===== config.mk =====
export PLATFORM = sky130hd
export DESIGN_NAME = i2c_target_command_handler_unit
export DESIGN_NICKNAME = d
export VERILOG_FILES = /design/src/sv/i2ctch_pkg.sv /design/src/sv/i2c_target_command_handler_unit.sv /design/src/sv/i2ctch_in_stage.sv /design/src/sv/i2ctch_core.sv
export SDC_FILE = /design/constraint.sdc
export NUM_CORES = 1
export LEC_CHECK = 0
export ABC_AREA = 1
export BUFFER_PORTS_ARGS = -buffer_cell sky130_fd_sc_hd__buf_4
export CAP_MARGIN = 15
export CORE_MARGIN = 2
export CORE_UTILIZATION = 60
export DETAILED_ROUTE_END_ITERATION = 6
export GPL_ROUTABILITY_DRIVEN = 1
export PLACE_DENSITY = 0.86
export SLEW_MARGIN = 20
export SYNTH_ARGS = -nofsm -noshare
export SYNTH_HDL_FRONTEND = slang
export SYNTH_SLANG_ARGS = --single-unit

===== constraint.sdc =====
create_clock -name clock -period 3.5 [get_ports clock]
set_input_delay 0.175 -clock clock [delete_from_list [all_inputs] [get_ports clock]]
set_output_delay 0.175 -clock clock [all_outputs]
set_load 0.01 [all_outputs]

===== src/sv/i2ctch_pkg.sv =====
// Shared types and constants for the serial-bus target command handler.
`timescale 1ns / 1ps

package i2ctch_pkg;

   // Store depths.
   localparam int RX_DEPTH = 2;
   localparam int TX_DEPTH = 4;

   // Index and count widths that follow from the depths.
   localparam int RX_IDX_W = $clog2(RX_DEPTH);
   localparam int RX_CNT_W = $clog2(RX_DEPTH + 1);
   localparam int TX_IDX_W = $clog2(TX_DEPTH);
   localparam int TX_CNT_W = $clog2(TX_DEPTH + 1);

   // Reply lengths of the read-back commands.
   localparam int ID_BYTES    = 4;
   localparam int TACHO_BYTES = 2;

   localparam logic [7:0] CMD_GET_ID    = 8'h01;
   localparam logic [7:0] CMD_SET_PWM   = 8'h02;
   localparam logic [7:0] CMD_GET_TACHO = 8'h03;

   typedef enum logic [1:0] {
      KIND_ADDR  = 2'd0,
      KIND_STOP  = 2'd1,
      KIND_READ  = 2'd2,
      KIND_WRITE = 2'd3
   } kind_type;

   typedef struct packed {
      kind_type    kind;
      logic [7:0]  write_byte;
      logic [15:0] tacho_value;
   } req_type;

   typedef struct packed {
      logic       ack;
      logic [7:0] read_byte;
      logic [7:0] fan_duty;
      logic       pwm_loaded;
   } rsp_type;

endpackage


===== src/sv/i2c_target_command_handler_unit.sv =====
// Top level of the serial-bus target command handler.
`timescale 1ns / 1ps

// Port group   Direction  Handshake             Beat contents
// req_         in         req_valid/req_stall   event kind, written byte, tacho value
// rsp_         out        rsp_valid/rsp_stall   ack, read byte, PWM target, PWM loaded
// csr_         in         csr_wr_en             chip ID (32 bits), no read-back
//
// An event sits in the input register while the command logic computes its
// result, which loads into the result register at the edge that takes the event.
// A new event is accepted every cycle while the result side is not stalled; the
// rate is set by the single input register feeding the result register. A stalled
// result holds while one further event waits in the input register. Reset is
// synchronous and clears counts, reply length and position, PWM target and the chip ID.

module i2c_target_command_handler_unit (
   input  logic                clock,
   input  logic                reset,
   input  logic                req_valid,
   output logic                req_stall,
   input  i2ctch_pkg::req_type req_data,
   output logic                rsp_valid,
   input  logic                rsp_stall,
   output i2ctch_pkg::rsp_type rsp_data,
   input  logic                csr_wr_en,
   input  logic [31:0]         csr_wr_data
);

   logic [31:0]         chip_id_ff;
   logic                ev_valid;
   logic                ev_take;
   i2ctch_pkg::req_type ev_data;

   always_ff @(posedge clock) begin
      if (reset) begin
         chip_id_ff <= '0;
      end else if (csr_wr_en) begin
         chip_id_ff <= csr_wr_data;
      end
   end

   i2ctch_in_stage u_in_stage (
      .clock     (clock),
      .reset     (reset),
      .req_valid (req_valid),
      .req_stall (req_stall),
      .req_data  (req_data),
      .ev_valid  (ev_valid),
      .ev_data   (ev_data),
      .ev_take   (ev_take)
   );

   i2ctch_core u_core (
      .clock     (clock),
      .reset     (reset),
      .chip_id   (chip_id_ff),
      .ev_valid  (ev_valid),
      .ev_data   (ev_data),
      .ev_take   (ev_take),
      .rsp_valid (rsp_valid),
      .rsp_stall (rsp_stall),
      .rsp_data  (rsp_data)
   );

endmodule


===== src/sv/i2ctch_in_stage.sv =====
// Input register that holds one bus event beat until the core takes it.
`timescale 1ns / 1ps

module i2ctch_in_stage (
   input  logic              clock,
   input  logic              reset,
   input  logic              req_valid,
   output logic              req_stall,
   input  i2ctch_pkg::req_type req_data,
   output logic              ev_valid,
   output i2ctch_pkg::req_type ev_data,
   input  logic              ev_take
);

   logic                valid_ff;
   logic                valid_in;
   i2ctch_pkg::req_type data_ff;
   i2ctch_pkg::req_type data_in;
   logic                req_fire;

   // A held beat that the core takes this cycle frees the register at once.
   assign req_stall = valid_ff && !ev_take;
   assign req_fire  = req_valid && !req_stall;

   always_comb begin
      valid_in = valid_ff;
      data_in  = data_ff;
      if (req_fire) begin
         valid_in = 1'b1;
         data_in  = req_data;
      end else if (ev_take) begin
         valid_in = 1'b0;
      end
   end

   always_ff @(posedge clock) begin
      if (reset) begin
         valid_ff <= 1'b0;
      end else begin
         valid_ff <= valid_in;
      end
   end

   always_ff @(posedge clock) begin
      data_ff <= data_in;
   end

   assign ev_valid = valid_ff;
   assign ev_data  = data_ff;

endmodule


===== src/sv/i2ctch_core.sv =====
// Command state, event processing and the result register.
`timescale 1ns / 1ps

module i2ctch_core (
   input  logic                clock,
   input  logic                reset,
   input  logic [31:0]         chip_id,
   input  logic                ev_valid,
   input  i2ctch_pkg::req_type ev_data,
   output logic                ev_take,
   output logic                rsp_valid,
   input  logic                rsp_stall,
   output i2ctch_pkg::rsp_type rsp_data
);

   logic [7:0] rx_store_ff [i2ctch_pkg::RX_DEPTH];
   logic [7:0] rx_store_in [i2ctch_pkg::RX_DEPTH];
   logic [7:0] tx_store_ff [i2ctch_pkg::TX_DEPTH];
   logic [7:0] tx_store_in [i2ctch_pkg::TX_DEPTH];

   logic [i2ctch_pkg::RX_CNT_W-1:0] rx_count_ff, rx_count_in;
   logic [i2ctch_pkg::TX_CNT_W-1:0] tx_len_ff, tx_len_in;
   logic [i2ctch_pkg::TX_CNT_W-1:0] tx_pos_ff, tx_pos_in;
   logic [7:0]                      duty_ff, duty_in;

   logic                rsp_valid_ff, rsp_valid_in;
   i2ctch_pkg::rsp_type rsp_data_ff, rsp_data_in;

   logic advance;

   // The result register can load when empty or when its beat leaves now.
   assign advance = ev_valid && (!rsp_valid_ff || !rsp_stall);
   assign ev_take = advance;

   always_comb begin
      rx_store_in  = rx_store_ff;
      tx_store_in  = tx_store_ff;
      rx_count_in  = rx_count_ff;
      tx_len_in    = tx_len_ff;
      tx_pos_in    = tx_pos_ff;
      duty_in      = duty_ff;
      rsp_data_in  = rsp_data_ff;
      rsp_valid_in = rsp_valid_ff && rsp_stall;

      if (advance) begin
         rsp_valid_in           = 1'b1;
         rsp_data_in.ack        = 1'b0;
         rsp_data_in.read_byte  = 8'd0;
         rsp_data_in.pwm_loaded = 1'b0;

         unique case (ev_data.kind)
            i2ctch_pkg::KIND_ADDR: begin
               tx_pos_in = '0;
            end
            i2ctch_pkg::KIND_STOP: begin
               if (rx_count_ff != '0) begin
                  unique case (rx_store_ff[0])
                     i2ctch_pkg::CMD_GET_ID: begin
                        for (int i = 0; i < i2ctch_pkg::ID_BYTES; i++) begin
                           tx_store_in[i] = chip_id[8*i +: 8];
                        end
                        tx_len_in = i2ctch_pkg::TX_CNT_W'(i2ctch_pkg::ID_BYTES);
                        tx_pos_in = '0;
                     end
                     i2ctch_pkg::CMD_SET_PWM: begin
                        // At least one data byte after the command byte; bytes past the store are dropped.
                        if (rx_count_ff == i2ctch_pkg::RX_CNT_W'(2)) begin
                           duty_in                = rx_store_ff[1];
                           rsp_data_in.pwm_loaded = 1'b1;
                        end
                     end
                     i2ctch_pkg::CMD_GET_TACHO: begin
                        for (int i = 0; i < i2ctch_pkg::TACHO_BYTES; i++) begin
                           tx_store_in[i] = ev_data.tacho_value[8*i +: 8];
                        end
                        tx_len_in = i2ctch_pkg::TX_CNT_W'(i2ctch_pkg::TACHO_BYTES);
                        tx_pos_in = '0;
                     end
                     default: begin
                        tx_len_in = '0;
                        tx_pos_in = '0;
                     end
                  endcase
               end
               rx_count_in = '0;
            end
            i2ctch_pkg::KIND_READ: begin
               if (tx_pos_ff < tx_len_ff) begin
                  rsp_data_in.read_byte =
                     tx_store_ff[tx_pos_ff[i2ctch_pkg::TX_IDX_W-1:0]];
                  rsp_data_in.ack = 1'b1;
                  tx_pos_in       = tx_pos_ff + 1'b1;
               end
            end
            i2ctch_pkg::KIND_WRITE: begin
               if (rx_count_ff < i2ctch_pkg::RX_CNT_W'(i2ctch_pkg::RX_DEPTH)) begin
                  rx_store_in[rx_count_ff[i2ctch_pkg::RX_IDX_W-1:0]] = ev_data.write_byte;
                  rx_count_in     = rx_count_ff + 1'b1;
                  rsp_data_in.ack = 1'b1;
               end
            end
            default: begin
            end
         endcase

         rsp_data_in.fan_duty = duty_in;
      end
   end

   always_ff @(posedge clock) begin
      if (reset) begin
         rx_count_ff  <= '0;
         tx_len_ff    <= '0;
         tx_pos_ff    <= '0;
         duty_ff      <= '0;
         rsp_valid_ff <= 1'b0;
      end else begin
         rx_count_ff  <= rx_count_in;
         tx_len_ff    <= tx_len_in;
         tx_pos_ff    <= tx_pos_in;
         duty_ff      <= duty_in;
         rsp_valid_ff <= rsp_valid_in;
      end
   end

   always_ff @(posedge clock) begin
      rx_store_ff <= rx_store_in;
      tx_store_ff <= tx_store_in;
      rsp_data_ff <= rsp_data_in;
   end

   assign rsp_valid = rsp_valid_ff;
   assign rsp_data  = rsp_data_ff;

endmodule


==> flow_metrics.py <==
metrics = {
    "grt": {
        "antenna_found_initial": 0,
        "grt_usage": 0.264,
        "grt_overflow": 0,
        "grt_pass1_vias": 4096,
        "grt_max_degree": 41,
        "grt_pass1_wl_mm": 19.9,
    },
    "clock_network": {
        "clockBufferDepth": 2,
        "h-tree-depth": 4,
        "clock_latency_ns": 0.53,
        "numCtsBuffers": 17,
        "cts-root-buf": "clkbuf_8",
        "cts_tree": "done",
        "cts_setup_buffers": 0,
        "clkTransAtPathRegs_ns": 0.06,
        "clock-sinks": 141,
    },
    "worst_setup_path": {
        "cpPeakStageDelay_ns": 0.55,
        "cp_slowest_cell": "nor2_1",
        "crit_path_end_kind": "flop",
        "cp.arrival_ns": 2.19,
        "critPathRequiredTime_ns": 3.66,
        "crit_chain": "inv_1 > a21oi_4 > buf_4 > nand3_1 > nor2_1",
        "crit_path_max_fanout": 38,
        "criticalPathCategory": "reg -> reg",
        "cp-start-kind": "flop",
        "r2r_setup_slack_ns": 1.47,
    },
    "timing": {
        "tightest_slew_ns": 1.09,
        "period_share": 0.581,
        "period_needed_ns": 2.03,
        "skew_ns": 0.00895,
        "finalSetupViolations": 0,
        "setup_tns_ns": 0,
        "rsz0062_at_grt": "false",
        "fmax_mhz": 492,
        "maxSlewHeadroom": 0.272,
        "final_hold_viol_count": 0,
        "slew_viol_final": 0,
    },
    "synth": {
        "synth_cell_types": 26,
        "netlist_area_um2": 5470,
        "synth-seq-cells": 141,
        "yosysTopAreaCell": "edfxtp_1",
        "ys_seq_area_frac": 0.685,
        "yosys.area.top_type_share": 0.505,
        "yosys_warnings": 0,
        "syn_avg_cell_area_um2": 10.7,
        "syn_inst": 513,
        "synth_area_leaders": "edfxtp_1 (51%), dfxtp_1 (18%), nor2_1 (7.4%)",
        "syn-num-nets": 580,
    },
    "placement": {
        "placed_cells": 684,
        "io_buffer_count": 82,
        "place_area_um2": 6140,
        "hpwlAfterDp_mm": 6.87,
        "gp_congestion": 0.872,
    },
    "die": {
        "die_w_um": 99.5,
        "die_area_um2": 9890,
        "ios": 83,
        "initial_core_util": 0.624,
        "rows": 34,
        "die_h_um": 99.5,
        "coreArea_um2": 8760,
    },
    "cells_and_area": {
        "final_common_cell": "nor2_1",
        "final_cell_area_um2": 7360,
        "layout-drive-gt1-share": 0.214,
        "fin_cells": 777,
        "area_growth_pct": 34.6,
        "diodes": 0,
        "final_nets": 723,
        "final_cell_mix": "nor2_1 (108), edfxtp_1 (92), buf_4 (85)",
        "nFillCells": 422,
    },
    "routing": {
        "vias": 4118,
        "first_iter_violations": 342,
        "wl_per_cell_um": 16.1,
        "finalWirelength_mm": 12.5,
        "drt_pass1_iterations": 5,
        "via_per_inst": 5.30,
        "drc": 0,
        "postRouteAntennaNets": 0,
    },
    "hold_path": {
        "hold_path_class": "in -> reg",
    },
    "power": {
        "power_w": 0.00394,
        "net-switching-power_w": 0.000864,
        "p_comb_frac": 0.069,
        "leakagePower_nw": 3.09,
        "p_int_w": 0.00308,
        "power_density_nw_per_um2": 536,
        "peakVddDrop_mv": 0.420,
        "seqPwrFrac": 0.476,
        "pwr-share-clk": 0.455,
        "switching_share": 0.219,
    },
    "flow_run": {
        "drv_cap": 0,
    },
    "status": {
        "status": "completed",
    },
}
==> per-layer routing <==
layer	vias to the layer above	global-route usage	part of all wire
li1	1991	-	-
met1	1919	0.301	0.38
met2	179	0.463	0.52
met3	29	0.0857	0.067
met4	0	0.102	0.026
met5	-	0	0
==> sequential cells by signal, indices dropped and copies added, names as in the netlist <==
| signal | count |
|---|---|
| u_core.rx_count_ff | 2 |
| u_core.duty_ff | 8 |
| u_in_stage.ev_data | 26 |
| chip_id_ff | 32 |
| u_core.tx_len_ff | 2 |
| u_core.rsp_valid | 1 |
| u_core.rsp_data | 18 |
| u_core.rx_store_ff | 16 |
| u_in_stage.ev_valid | 1 |
| u_core.tx_store_ff | 32 |
| u_core.tx_pos_ff | 3 |
==> through the flow <==
step                utilization  hold WS [ns]  setup WS, ns
global placement          0.701         0.353          1.59
floorplan                     -         0.274          1.11
finish                    0.840         0.140          1.47
CTS                       0.840         0.120          1.46
global route              0.840         0.149          1.27
detailed placement        0.701         0.354          1.47
==> layout make-up <==
type | count | area (um^2) | share of cell area
Timing Repair Buffer | 146 | 1250 | 0.170
Inverter | 58 | 223 | 0.0303
Clock buffer | 22 | 507 | 0.0689
Tap cell | 108 | 135 | 0.0184
Multi-Input combinational cell | 292 | 1400 | 0.191
Clock inverter | 10 | 98.8 | 0.0134
Sequential cell | 141 | 3740 | 0.509
==> kinds of logic (layout without fill, tap and decap cells) <==
kind of cell,after synthesis,count (layout),synth area share
and+or+nand+nor,186,186,0.144
AOI/OAI and AO/OA,101,101,0.0998
xor gates and xnor gates,1,1,0.00160
DFF,141,141,0.685
buffers and inverters,80,236,0.0609
adders and majority gates,4,4,0.00916
==> worst max-delay path, delay by kind of cell (launching register included) <==
family,cells,cell delay (ns)
simple gates,2,0.75
flops,1,0.31
compound gates,1,0.11
buf+inv,2,0.49
==> what timing repair did <==
action	4_1_cts	5_1_grt
gates resized for setup	0	0
hold buffers	61	0
hold endpoints to repair	67	0
==> worst paths after layout <==
kind | from | end | cells past startpoint
max | u_in_stage.ev_valid$_SDFFE_PP0P_ | u_core.rx_store_ff[14]$_DFFE_PP_ | 5
min | csr_wr_en | chip_id_ff[23]$_SDFFE_PP0P_ | 3
max reg2reg | u_in_stage.ev_valid$_SDFFE_PP0P_ | u_core.rx_store_ff[14]$_DFFE_PP_ | 5
min reg2reg | chip_id_ff[31]$_SDFFE_PP0P_ | u_core.tx_store_ff[7]$_DFFE_PP_ | 0
==> power by group through the flow <==
stage / combinational (W) / clock, W / sequential (W)
2_1_floorplan: 0.000112 / 0 / 0.00190
5_1_grt: 0.000300 / 0.00188 / 0.00188
3_5_place_dp: 0.000208 / 0 / 0.00191
4_1_cts: 0.000266 / 0.00179 / 0.00187
3_3_place_gp: 0.000198 / 0 / 0.00191
6_report: 0.000274 / 0.00179 / 0.00188
==> Yosys cell counts <==
cell / number
o21ai_0: 70
nor2_1: 108
buf_6: 2
nand2_4: 1
inv_2: 3
o211ai_1: 1
clkbuf_1: 14
dfxtp_1: 49
nand2_1: 48
buf_2: 4
ha_1: 4
nand4_2: 1
edfxtp_1: 92
nor3_1: 1
nand2_2: 7
a21oi_1: 15
clkinv_4: 1
a21oi_2: 10
nand3_1: 7
nor2_2: 3
nand3b_1: 9
inv_1: 54
and3_1: 1
buf_4: 2
o21ai_1: 5
xnor2_1: 1
No activity file was read; power rests on OpenSTA's default activity.
